**src/rtl/lsr_pkg.sv**
```systemverilog
// Package for the light sensor reader: payload types, bus program and byte helpers.
package lsr_pkg;

	// Request codes carried in the mode field.
	localparam logic [1:0] MODE_TICK    = 2'd0;
	localparam logic [1:0] MODE_MEASURE = 2'd1;
	localparam logic [1:0] MODE_READ    = 2'd2;

	// Configuration register indexes.
	localparam int CFG_IDX_W = 2;
	localparam logic [CFG_IDX_W-1:0] CFG_WRITE_ADDRESS   = 2'd0;
	localparam logic [CFG_IDX_W-1:0] CFG_POWER_COMMAND   = 2'd1;
	localparam logic [CFG_IDX_W-1:0] CFG_MEASURE_COMMAND = 2'd2;
	localparam logic [CFG_IDX_W-1:0] CFG_HALF_PERIOD     = 2'd3;
	localparam int CFG_DATA_W = 10;

	// Sequencer step values.
	localparam logic [4:0] STEP_IDLE    = 5'd31;
	localparam logic [4:0] STEP_MEASURE = 5'd0;
	localparam logic [4:0] STEP_READ    = 5'd9;

	// floor(y / 6) for y below 2^19 as (y * LUX_RECIP) >> LUX_SHIFT.
	localparam logic [19:0] LUX_RECIP = 20'd699051;
	localparam int LUX_SHIFT = 22;

	typedef enum logic [3:0] {
		OP_START  = 4'd0,
		OP_STOP   = 4'd1,
		OP_SADDR  = 4'd2,
		OP_SPOW   = 4'd3,
		OP_SMEAS  = 4'd4,
		OP_SRADDR = 4'd5,
		OP_RHI    = 4'd6,
		OP_RLO    = 4'd7,
		OP_ENDM   = 4'd8,
		OP_ENDR   = 4'd9
	} lsr_op_t;

	typedef struct packed {
		logic [1:0] mode;
		logic       sda_in;
	} lsr_in_t;

	typedef struct packed {
		logic        scl_out;
		logic        sda_out;
		logic        busy_res;
		logic [15:0] lux_level;
		logic        lux_valid;
	} lsr_out_t;

	typedef struct packed {
		logic [7:0] write_address;
		logic [7:0] power_command;
		logic [7:0] measure_command;
		logic [9:0] half_period;
	} lsr_cfg_t;

	// Bus program: measure frames from step 0, read frame from step 9.
	function automatic lsr_op_t prog_op(input logic [3:0] step);
		lsr_op_t op;
		unique case (step)
			4'd0:    op = OP_START;
			4'd1:    op = OP_SADDR;
			4'd2:    op = OP_SPOW;
			4'd3:    op = OP_STOP;
			4'd4:    op = OP_START;
			4'd5:    op = OP_SADDR;
			4'd6:    op = OP_SMEAS;
			4'd7:    op = OP_STOP;
			4'd8:    op = OP_ENDM;
			4'd9:    op = OP_START;
			4'd10:   op = OP_SRADDR;
			4'd11:   op = OP_RHI;
			4'd12:   op = OP_RLO;
			4'd13:   op = OP_STOP;
			4'd14:   op = OP_ENDR;
			default: op = OP_ENDM;
		endcase
		return op;
	endfunction

	// A step is busy when it names a bus operation rather than an end marker.
	function automatic logic step_busy(input logic [4:0] step);
		lsr_op_t op;
		op = prog_op(step[3:0]);
		return !step[4] && (op != OP_ENDM) && (op != OP_ENDR);
	endfunction

	// Byte loaded into the shifter when an operation begins.
	function automatic logic [7:0] load_byte(input lsr_op_t op, input lsr_cfg_t cfg);
		logic [7:0] b;
		unique case (op)
			OP_SADDR:  b = cfg.write_address;
			OP_SRADDR: b = cfg.write_address + 8'd1;
			OP_SPOW:   b = cfg.power_command;
			OP_SMEAS:  b = cfg.measure_command;
			default:   b = 8'd0;
		endcase
		return b;
	endfunction

endpackage

```
**src/rtl/lsr_lux_conv.sv**
```systemverilog
// Raw reading to lux conversion, floor(raw * 5 / 6), by reciprocal multiplication.
module lsr_lux_conv
	import lsr_pkg::*;
(
	input  logic [15:0] raw,
	output logic [15:0] lux
);

	logic [18:0] raw_x5;
	logic [38:0] prod;

	// Five times the reading, then one multiply by the scaled reciprocal of six.
	assign raw_x5 = 19'(raw) + {1'b0, raw, 2'b00};
	assign prod   = 39'(raw_x5) * 39'(LUX_RECIP);
	assign lux    = prod[LUX_SHIFT+15:LUX_SHIFT];

endmodule

```
**src/rtl/lsr_seq.sv**
```systemverilog
// Bus sequencer: holds the frame state and works out one tick's line levels and result.
module lsr_seq
	import lsr_pkg::*;
#(
	parameter int TICK_BITS = 10
) (
	input  logic     clk,
	input  logic     arst_n,
	input  logic     adv,
	input  lsr_in_t  item,
	input  lsr_cfg_t cfg,
	output lsr_out_t res
);

	localparam logic [16:0] TMAX = 17'((1 << TICK_BITS) - 1);

	logic [4:0]           step_q, st;
	logic [3:0]           phase_q, ph;
	logic [3:0]           bit_q, bi;
	logic [TICK_BITS-1:0] tick_q, tc;
	logic [7:0]           shift_q, sh;
	logic [15:0]          raw_q, raw;
	logic [15:0]          lux_q, lux;
	logic [15:0]          lux_calc;
	logic [16:0]          half, hp, tc_inc;
	logic [3:0]           nst;
	lsr_op_t              op, nop;
	logic                 recv, sendb, do_finish;

	lsr_lux_conv u_lux (
		.raw (raw_q),
		.lux (lux_calc)
	);

	// Effective half period: zero counts as one, saturated to the tick counter.
	always_comb begin
		half = 17'(cfg.half_period);
		if (half == 17'd0) begin
			hp = 17'd1;
		end else if (half > TMAX) begin
			hp = TMAX;
		end else begin
			hp = half;
		end
	end

	// One tick of the sequencer.
	always_comb begin
		st        = step_q;
		ph        = phase_q;
		bi        = bit_q;
		tc        = tick_q;
		sh        = shift_q;
		raw       = raw_q;
		lux       = lux_q;
		op        = OP_ENDM;
		nop       = OP_ENDM;
		nst       = 4'd0;
		recv      = 1'b0;
		sendb     = 1'b0;
		do_finish = 1'b0;
		tc_inc    = 17'(tick_q) + 17'd1;
		res.scl_out   = 1'b1;
		res.sda_out   = 1'b1;
		res.busy_res  = 1'b0;
		res.lux_valid = 1'b0;

		// A new request is taken only when idle, and drives its first phase at once.
		if (!step_busy(st)) begin
			st = STEP_IDLE;
			if (item.mode == MODE_MEASURE) begin
				st = STEP_MEASURE;
			end else if (item.mode == MODE_READ) begin
				st = STEP_READ;
			end
			ph = 4'd0;
			bi = 4'd0;
			tc = '0;
			sh = load_byte(prog_op(st[3:0]), cfg);
		end

		if (step_busy(st)) begin
			res.busy_res = 1'b1;
			op     = prog_op(st[3:0]);
			recv   = (op == OP_RHI) || (op == OP_RLO);
			sendb  = !recv && (op != OP_START) && (op != OP_STOP);
			tc_inc = 17'(tc) + 17'd1;

			// Line levels for this phase.
			priority if (op == OP_START) begin
				res.scl_out = (ph < 4'd2);
				res.sda_out = (ph == 4'd0);
			end else if (op == OP_STOP) begin
				res.scl_out = (ph >= 4'd1);
				res.sda_out = (ph == 4'd2);
			end else begin
				res.scl_out = ph[0];
				if (bi < 4'd8) begin
					res.sda_out = sendb ? sh[7] : 1'b1;
				end else begin
					res.sda_out = sendb ? 1'b1 : (op != OP_RHI);
				end
			end

			// Phase timing, bit shifting and operation hand-over.
			if (tc_inc >= hp) begin
				tc = '0;
				if ((op == OP_START) || (op == OP_STOP)) begin
					ph = ph + 4'd1;
					do_finish = (ph >= 4'd3);
				end else if (ph == 4'd0) begin
					ph = 4'd1;
				end else begin
					if (bi < 4'd8) begin
						if (recv) begin
							sh = {sh[6:0], item.sda_in};
						end else if (sendb) begin
							sh = {sh[6:0], 1'b0};
						end
					end
					if (recv && (bi == 4'd7)) begin
						if (op == OP_RHI) begin
							raw[15:8] = sh;
						end else begin
							raw[7:0] = sh;
						end
					end
					ph = 4'd0;
					bi = bi + 4'd1;
					do_finish = (bi >= 4'd9);
				end

				if (do_finish) begin
					nst = st[3:0] + 4'd1;
					nop = prog_op(nst);
					if (nop == OP_ENDR) begin
						lux = lux_calc;
						st  = STEP_IDLE;
						res.lux_valid = 1'b1;
					end else if (nop == OP_ENDM) begin
						st = STEP_IDLE;
					end else begin
						st = {1'b0, nst};
						ph = 4'd0;
						bi = 4'd0;
						tc = '0;
						sh = load_byte(nop, cfg);
					end
				end
			end else begin
				tc = tc + TICK_BITS'(1);
			end
		end

		res.lux_level = lux;
	end

	// State registers, stepped once per accepted tick.
	always_ff @(posedge clk or negedge arst_n) begin
		if (!arst_n) begin
			step_q  <= STEP_IDLE;
			phase_q <= 4'd0;
			bit_q   <= 4'd0;
			tick_q  <= '0;
			shift_q <= 8'd0;
			raw_q   <= 16'd0;
			lux_q   <= 16'd0;
		end else if (adv) begin
			step_q  <= st;
			phase_q <= ph;
			bit_q   <= bi;
			tick_q  <= tc;
			shift_q <= sh;
			raw_q   <= raw;
			lux_q   <= lux;
		end
	end

	// A completed reading always ends the sequence.
	a_valid_ends: assert property (@(posedge clk) disable iff (!arst_n)
		adv && res.lux_valid |=> step_q == STEP_IDLE)
		else $error("lux result without return to idle");

	// A finished reading is only reported from a busy tick.
	a_valid_busy: assert property (@(posedge clk) disable iff (!arst_n)
		res.lux_valid |-> res.busy_res)
		else $error("lux result outside a sequence");

	// Both lines are released whenever no sequence runs.
	a_idle_lines: assert property (@(posedge clk) disable iff (!arst_n)
		!res.busy_res |-> res.scl_out && res.sda_out)
		else $error("bus driven while idle");

	// While a sequence runs, the stored phase and bit position stay within a frame.
	a_phase_range: assert property (@(posedge clk) disable iff (!arst_n)
		step_busy(step_q) |-> (phase_q < 4'd3) && (bit_q < 4'd9))
		else $error("phase or bit index out of range");

endmodule

```
**src/rtl/light_sensor_i2c_reader.sv**
```systemverilog
// Top level of the light sensor reader: input register, configuration, sequencer and result register.
// Each request is one tick of the bus timing and yields exactly one result with the SCL and SDA
// drive, the busy flag and the latest lux value. One request is taken per clock cycle unless the
// result register is held by out_ready: a request goes into an input register, the sequencer works
// out the tick in one pass of logic, and the outcome lands in a result register, so the rate is
// set only by how fast results are taken. A measure request sends the power-on and one-shot
// commands in two write frames; a read request fetches two bytes and gives floor(raw * 5 / 6).
// Every SCL phase lasts half_period ticks, a zero half_period counting as one. Configuration
// writes are always accepted and must be made while no sequence or request is in flight.
module light_sensor_i2c_reader
	import lsr_pkg::*;
#(
	parameter int TICK_BITS = 10
) (
	input  logic                  clk,
	input  logic                  arst_n,
	input  logic                  in_valid,
	output logic                  in_ready,
	input  lsr_in_t               in_data,
	output logic                  out_valid,
	input  logic                  out_ready,
	output lsr_out_t              out_data,
	input  logic                  cfg_valid,
	output logic                  cfg_ready,
	input  logic [CFG_IDX_W-1:0]  cfg_index,
	input  logic [CFG_DATA_W-1:0] cfg_data
);

	lsr_cfg_t cfg_q;
	lsr_in_t  in_s1;
	logic     valid_s1;
	lsr_out_t res;
	lsr_out_t out_q;
	logic     out_valid_q;
	logic     adv;

	// The tick in the input register moves on when the result register is free.
	assign adv       = valid_s1 && (!out_valid_q || out_ready);
	assign in_ready  = !valid_s1 || adv;
	assign cfg_ready = 1'b1;
	assign out_valid = out_valid_q;
	assign out_data  = out_q;

	// Configuration registers.
	always_ff @(posedge clk or negedge arst_n) begin
		if (!arst_n) begin
			cfg_q.write_address   <= 8'd70;
			cfg_q.power_command   <= 8'd1;
			cfg_q.measure_command <= 8'd32;
			cfg_q.half_period     <= 10'd4;
		end else if (cfg_valid) begin
			unique case (cfg_index)
				CFG_WRITE_ADDRESS:   cfg_q.write_address   <= cfg_data[7:0];
				CFG_POWER_COMMAND:   cfg_q.power_command   <= cfg_data[7:0];
				CFG_MEASURE_COMMAND: cfg_q.measure_command <= cfg_data[7:0];
				CFG_HALF_PERIOD:     cfg_q.half_period     <= cfg_data;
				default:             cfg_q.half_period     <= cfg_q.half_period;
			endcase
		end
	end

	// Input register.
	always_ff @(posedge clk or negedge arst_n) begin
		if (!arst_n) begin
			valid_s1 <= 1'b0;
		end else if (in_ready) begin
			valid_s1 <= in_valid;
		end
	end

	always_ff @(posedge clk) begin
		if (in_valid && in_ready) begin
			in_s1 <= in_data;
		end
	end

	lsr_seq #(
		.TICK_BITS (TICK_BITS)
	) u_seq (
		.clk    (clk),
		.arst_n (arst_n),
		.adv    (adv),
		.item   (in_s1),
		.cfg    (cfg_q),
		.res    (res)
	);

	// Result register.
	always_ff @(posedge clk or negedge arst_n) begin
		if (!arst_n) begin
			out_valid_q <= 1'b0;
		end else if (adv) begin
			out_valid_q <= 1'b1;
		end else if (out_ready) begin
			out_valid_q <= 1'b0;
		end
	end

	always_ff @(posedge clk) begin
		if (adv) begin
			out_q <= res;
		end
	end

endmodule
```
**config.mk**
```make
export PLATFORM = sky130hd
export DESIGN_NAME = light_sensor_i2c_reader
export DESIGN_NICKNAME = d
export VERILOG_FILES = /design/src/rtl/lsr_pkg.sv /design/src/rtl/lsr_lux_conv.sv /design/src/rtl/lsr_seq.sv /design/src/rtl/light_sensor_i2c_reader.sv
export SDC_FILE = /design/constraint.sdc
export NUM_CORES = 1
export LEC_CHECK = 0
export BUFFER_PORTS_ARGS = -buffer_cell sky130_fd_sc_hd__buf_2
export CAP_MARGIN = 25
export CORE_UTILIZATION = 65
export CTS_CLUSTER_DIAMETER = 100
export CTS_CLUSTER_SIZE = 40
export DETAILED_ROUTE_END_ITERATION = 8
export PLACE_DENSITY = 0.83
export SYNTH_ARGS = -nofsm -noshare
export SYNTH_HDL_FRONTEND = slang
export SYNTH_SLANG_ARGS = --single-unit
export TNS_END_PERCENT = 1
```
**constraint.sdc**
```tcl
create_clock -name clk -period 10.5 [get_ports clk]
set_input_delay 1.575 -clock clk [delete_from_list [all_inputs] [get_ports clk]]
set_output_delay 1.575 -clock clk [all_outputs]
set_load 0.01 [all_outputs]
```
==> results of run 1 <==
## synth_stat cells, drive strengths merged (12+ instances only)
cell    number
ha         173
fa         100
inv        225
o21a        12
dfrtp       88
nand2b      13
and3        14
edfxtp      23
a21o        14
nand3       30
xnor2       32
o21ai       55
mux2        86
nand2       65
clkbuf      20
nor2        65
nor3        14
a21oi       44
xor2        18
## cell type report
| type | instances | area [um^2] |
|---|---|---|
| clock inverter | 14 | 174 |
| fill | 1313 | 5090 |
| sequential | 122 | 3180 |
| tap | 260 | 325 |
| timing repair buffer | 48 | 280 |
| inverter | 225 | 845 |
| multi-input combinational | 902 | 8610 |
| clock buffer | 18 | 450 |
## worst max-delay path by stage
stage	end	start	slack [ns]
5_1_grt	out_data[16]$_DFFE_PP_	u_seq.raw_q[1]$_DFFE_PN0P_	0.99
2_1_floorplan	out_data[16]$_DFFE_PP_	u_seq.raw_q[1]$_DFFE_PN0P_	2.59
3_3_place_gp	out_data[16]$_DFFE_PP_	u_seq.raw_q[1]$_DFFE_PN0P_	2.10
4_1_cts	out_data[16]$_DFFE_PP_	u_seq.raw_q[1]$_DFFE_PN0P_	1.65
3_5_place_dp	out_data[16]$_DFFE_PP_	u_seq.raw_q[1]$_DFFE_PN0P_	1.86
6_report	out_data[16]$_DFFE_PP_	u_seq.raw_q[1]$_DFFE_PN0P_	1.62
## registers in the layout, summed over array words and instances (netlist names)
signal,cells
out_valid,1
u_seq.raw_q,16
u_seq.bit_q,4
in_s1,3
u_seq.lux_q,16
valid_s1,1
u_seq.tick_q,10
cfg_q,34
out_data,20
u_seq.step_q,5
u_seq.phase_q,4
u_seq.shift_q,8
## through the flow
| stage | util (%) | instances | hold WS (ns) | worst slack [ns] |
|---|---|---|---|---|
| floorplan | - | 1278 | 0.457 | 2.59 |
| global placement | 69.6 | 1554 | 0.480 | 2.10 |
| detailed placement | 69.7 | 1555 | 0.481 | 1.86 |
| CTS | 73.0 | 1587 | 0.501 | 1.65 |
| global route | 73.2 | 1589 | 0.520 | 0.988 |
| finish | 73.2 | 1589 | 0.498 | 1.62 |
## routing by layer
| metal | GRT usage, % | wire, um |
|---|---|---|
| met5 | 0 | 0 |
| met3 | 3.94 | 1050 |
| met4 | 11.4 | 809 |
| met2 | 53.1 | 14700 |
| met1 | 35.6 | 11700 |
## kinds of logic after synthesis
| logic type | Yosys count |
|---|---|
| AOI/OAI and AO/OA | 224 |
| xor gates and xnor gates | 50 |
| adders and majority gates | 274 |
| buffers and inverters | 254 |
| DFF | 122 |
| muxes | 94 |
| other | 1 |
| and+or+nand+nor | 259 |
## report_power, final
group          internal, mW  total (mW)  switching [mW]  leakage, nW
sequential            0.545       0.601          0.0555         1.50
combinational         0.246       0.653           0.407         5.38
clock                 0.374       0.624           0.249        0.310
total                  1.17        1.88           0.712         7.19
==> flow_summary_export.csv, run 1 <==
group,metric,value,unit
hold_path,worstHoldStart,"valid_s1$_DFFE_PN0N_",
setup_path,worstRegToRegCells,32,
synthesis,yosysSeqAreaShare,24.9,%
synthesis,ys_async_sr_fraction,81.1,%
synthesis,ys_warn_count,0,
sta,tightest_slew,1.03,ns
sta,fmax,113,MHz
synthesis,synth-compound-area-share,12.3,%
setup_path,reg2reg_to,"out_data[16]$_DFFE_PP_",
setup_path,cp.depth,32,
outcome,status,"completed",
setup_path,crit_arrival,9.06,ns
drt,drt_iter0_drc,682,
synthesis,synth_adder_area_share,32.7,%
cells_and_area,drive_above_1_share,14.7,%
placed_design,dp_hpwl,22.1,mm
synthesis,syn_inst,1278,
placed_design,place_area,13200,um^2
clocking,htreeDepth,4,
placed_design,io_buffers,41,
floorplan,fp.dieW,142,um
drt,drc,0,
clocking,clock_path_buffers,2,
power_and_ir_drop,power_leakage,7.19,nW
clocking,cts_tree,"built",
setup_path,path_delay_family,"adder cells",
synthesis,synth_edf_count,23,
synthesis,synth-seq-cells,122,
setup_path,crit_type,"reg -> reg",
synthesis,yosysTopAreaCell,"dfrtp_1",
setup_path,critPathMaxStageDelay,0.67,ns
setup_path,cp_max_fo,6,
drt,post_drt_via_cell_ratio,5.95,
floorplan,rows,50,
power_and_ir_drop,finalPower,1.88,mW
setup_path,setup.worst_path.start_class,"flip-flop",
power_and_ir_drop,powerDensity,135,nW/um^2
cells_and_area,antenna_cells,0,
sta,finalMaxSlewViolations,0,
sta,fin_skew,0.0175,ns
synthesis,ys_types,90,
cells_and_area,layout_common_cells,"inv_1 (224), ha_1 (173), fa_1 (100), dfrtp_1 (88), mux2_2 (74)",
floorplan,num_io_pins,43,
grt,grt_antenna_before_repair,0,
grt,grt_usage,29.5,%
setup_path,crit_buf_inv,5,
cells_and_area,nets,1609,
sta,finalSetupViolCount,0,
floorplan,dieArea,20200,um^2
clocking,clkSinkCount,122,
placed_design,gp_congestion,0.932,
synthesis,yosysTopAreaCellShare,17.2,%
sta,rsz0062_at_grt,"no",
hold_path,whs_endpoint,"out_valid$_DFFE_PN0P_",
floorplan,start_util,67.4,%
grt,grt-ovfl-total,0,
synthesis,synthMuxAreaShare,8.56,%
synthesis,synthSimpleGateAreaFrac,10.4,%
drt,num_vias,9461,
clocking,post-cts-setup-buffers,0,
cells_and_area,layout_commonest_cell,"inv_1",
drt,routed_wl,28.3,mm
sta,finalHoldViolCount,0,
job,cap_violations,0,
hold_path,min_path_type,"reg -> reg",
sta,setup_tns,0,ns
power_and_ir_drop,vdd_ir_drop_max,0.000119,V
clocking,cts_buffers,17,
sta,post-route-period-util,84.6,%
grt,grt_pass1_vias,9742,
clocking,postCtsHoldBufs,0,
drt,drt-pass1-iter-count,6,
clocking,cts_resized,0,
grt,grt_pass1_wl,46.6,mm
clocking,clock_latency,0.43,ns
synthesis,netlist_top_cells_area,"dfrtp_1 (17%), ha_1 (17%), fa_1 (16%)",
setup_path,slowest_stage,"fa_1",
drt,final_antenna_net_count,0,
setup_path,timing.rr.start,"u_seq.raw_q[1]$_DFFE_PN0P_",
sta,layout_min_cycle_time,8.88,ns
clocking,path_clk_slew,0.07,ns
setup_path,path_common_cell,"o21ai_0",
floorplan,die_height,142,um
synthesis,synth_xor_xnor_area_share,3.43,%
floorplan,core-area,19000,um^2
clocking,cts_root_buf,"clkbuf_16",
sta,slew_headroom,31.3,%
synthesis,synth_top_family_by_area,"adder cells",
cells_and_area,design_area,13900,um^2
cells_and_area,area_delta_synth_final,8.54,%
grt,grt_max_degree,77,
synthesis,synthFlopType,"dfrtp_1",
hold_path,hold_depth,1,
setup_path,rrSetupSlack,1.62,ns
setup_path,endpoint_kind,"flip-flop",
synthesis,synth_area_per_cell,10.0,um^2
setup_path,crit_required,10.68,ns
drt,wl_per_cell,17.8,um
synthesis,synth_fp_nets,1571,
synthesis,syn_area,12800,um^2
Power figures use the tool's default switching activity.
==> run 2: changes to the inputs <==
- CORE_UTILIZATION: 65 -> 58
- PLACE_DENSITY: 0.83 -> 0.78
- clock period: 10.5 -> 7.5 ns (I/O delays scaled with it)
==> run 2 against run 1 <==
Net effect:
- the run now ends with setup timing left
- clock-buffer cell count is 3 higher
- via count up 3.4%
- total power rose by 39%
- wire length increased by 5.3%
- worst setup slack got worse by 1.7 ns
- hold slack got worse by 0.0045 ns
- critical path type unchanged
- highest routed layer unchanged
- critical path depth increased by 1
==> flow_summary_export.csv, run 2 (same netlist as run 1, synthesis figures left out) <==
group,metric,value,unit
floorplan,rows,53,
power_and_ir_drop,vdd_ir_drop_max,0.000163,V
cells_and_area,fillers,1521,
power_and_ir_drop,powerDensity,176,nW/um^2
cells_and_area,antenna_cells,0,
job,cap_violations,0,
sta,slew_headroom,41.8,%
clocking,clkSinkCount,122,
hold_path,whs_endpoint,"out_valid$_DFFE_PN0P_",
floorplan,fp.dieW,150,um
sta,hold_ws,0.493,ns
sta,fin_ws,-0.0742,ns
floorplan,die_height,150,um
setup_path,cp_max_fo,4,
power_and_ir_drop,comb_power_share,34.8,%
sta,fin_skew,0.0132,ns
drt,num_vias,9778,
grt,grt-ovfl-total,0,
placed_design,gp_congestion,0.900,
cells_and_area,nets,1685,
drt,drt_iter0_drc,652,
drt,drc,0,
setup_path,crit_buf_inv,7,
setup_path,slowest_stage,"fa_2",
hold_path,min_path_type,"reg -> reg",
clocking,clock_latency,0.43,ns
sta,finalMaxSlewViolations,0,
sta,post-route-period-util,101,%
setup_path,setup.worst_path.start_class,"flip-flop",
setup_path,crit_arrival,7.88,ns
clocking,path_clk_slew,0.06,ns
cells_and_area,regMostFlops,"cfg_q",
floorplan,dieArea,22600,um^2
clocking,cts_buffers,17,
clocking,htreeDepth,4,
clocking,postCtsHoldBufs,0,
cells_and_area,layout_common_cells,"inv_1 (215), ha_1 (163), fa_1 (93), dfrtp_1 (88), buf_4 (82)",
placed_design,dp_hpwl,22.5,mm
floorplan,num_io_pins,43,
outcome,status,"finished, violations left",
sta,layout_min_cycle_time,7.57,ns
setup_path,timing.rr.start,"u_seq.raw_q[2]$_DFFE_PN0P_",
sta,tightest_slew,0.861,ns
sta,rsz0062_at_grt,"yes",
setup_path,path_common_cell,"inv_2",
placed_design,io_buffers,41,
setup_path,reg2reg_to,"out_data[13]$_DFFE_PP_",
power_and_ir_drop,power_leakage,7.61,nW
setup_path,endpoint_kind,"flip-flop",
setup_path,cp.depth,33,
setup_path,worstRegToRegCells,33,
cells_and_area,postLayoutCoreUtil,69.6,%
power_and_ir_drop,clkPwrFrac,33.0,%
grt,grt_antenna_before_repair,0,
drt,routed_wl,29.8,mm
setup_path,critPathMaxStageDelay,0.61,ns
power_and_ir_drop,p_sw,975,uW
setup_path,crit_type,"reg -> reg",
grt,grt_usage,27.4,%
grt,grt_max_degree,79,
power_and_ir_drop,p_seq_share,32.2,%
clocking,cts_root_buf,"clkbuf_16",
hold_path,hold_depth,1,
grt,grt_pass1_vias,10200,
power_and_ir_drop,switching_share,37.4,%
floorplan,start_util,60.0,%
hold_path,worstHoldStart,"valid_s1$_DFFE_PN0N_",
floorplan,core-area,21300,um^2
outcome,violations,"setup timing",
clocking,clock_path_buffers,2,
setup_path,rrSetupSlack,-0.07,ns
sta,finalHoldViolCount,0,
power_and_ir_drop,cellInternalPower,1.63,mW
drt,drt-pass1-iter-count,5,
drt,post_drt_via_cell_ratio,5.82,
cells_and_area,layout_commonest_cell,"inv_1",
sta,finalSetupViolCount,4,
cells_and_area,largest_reg_flops,34,
cells_and_area,area_delta_synth_final,15.9,%
sta,fmax,132,MHz
setup_path,crit_required,7.80,ns
clocking,cts_tree,"built",
cells_and_area,drive_above_1_share,24.1,%
drt,final_antenna_net_count,0,
drt,wl_per_cell,17.7,um
sta,setup_tns,-0.146,ns
grt,grt_pass1_wl,48.3,mm
setup_path,path_delay_family,"adder cells",
run 2: cell count changes in the layout (fill, tap and decap cells not counted), sizes merged:
cell | previous run | this run
clkinvlp | 0 | 2
clkbuf | 18 | 21
inv | 233 | 231
buf | 48 | 124
clkinv | 4 | 2
bufinv | 2 | 1
run 2: final cells by class:
class	count	area (um^2)	share of cell area [%]
Clock buffer	21	503	3.40
Clock inverter	11	120	0.811
Inverter	225	845	5.70
Multi-Input combinational cell	902	8960	60.5
Sequential cell	122	3180	21.5
Tap cell	275	344	2.32
Timing Repair Buffer	124	855	5.77
run 2: worst max-delay path by stage:
stage	from	end
4_1_cts	u_seq.raw_q[3]$_DFFE_PN0P_	out_data[16]$_DFFE_PP_
3_5_place_dp	u_seq.raw_q[2]$_DFFE_PN0P_	out_data[8]$_DFFE_PP_
6_report	u_seq.raw_q[2]$_DFFE_PN0P_	out_data[13]$_DFFE_PP_
5_1_grt	u_seq.raw_q[2]$_DFFE_PN0P_	out_data[16]$_DFFE_PP_
2_1_floorplan	u_seq.raw_q[1]$_DFFE_PN0P_	out_data[16]$_DFFE_PP_
3_3_place_gp	u_seq.raw_q[2]$_DFFE_PN0P_	out_data[15]$_DFFE_PP_
run 2: stage by stage:
step           cells  worst slack [ns]  cell area [um^2]  total power, mW
2_1_floorplan   1278            0.0133             12800             1.51
3_3_place_gp    1633           -0.0169             13800             1.70
3_5_place_dp    1634            -0.233             13800             1.72
4_1_cts         1670           -0.0365             14500             2.59
5_1_grt         1680            -0.292             14800             2.73
6_report        1680           -0.0742             14800             2.61
run 2: per-layer routing:
metal	global-route usage [%]	share of wire [%]
met4	9.60	2.5
met1	32.7	41
met2	49.9	52
met3	4.12	4.1
met5	0	0
run 2: worst register-to-register path: cells and delay by family (launching register included):
| kind | cells | cell delay [ns] |
|---|---|---|
| xor gates and xnor gates | 1 | 0.15 |
| and+or+nand+nor | 6 | 0.84 |
| muxes | 1 | 0.21 |
| adders and majority gates | 9 | 3.77 |
| AOI/OAI and AO/OA | 9 | 1.62 |
| DFF | 1 | 0.42 |
| buffers and inverters | 7 | 0.45 |
run 2: what timing repair did:
action / 4_1_cts / 5_1_grt
gates cloned: 0 / 0
resized for setup: 24 / 45
endpoints found under the setup margin: 18 / 25
pin swaps: 13 / 51
buffers inserted: 4 / 8
run 2: power groups by stage:
stage	Clock, mW	Combinational [mW]	Sequential, mW
5_1_grt	0.893	0.989	0.849
3_3_place_gp	0	0.856	0.845
2_1_floorplan	0	0.692	0.817
3_5_place_dp	0	0.874	0.847
4_1_cts	0.867	0.883	0.837
6_report	0.861	0.907	0.838
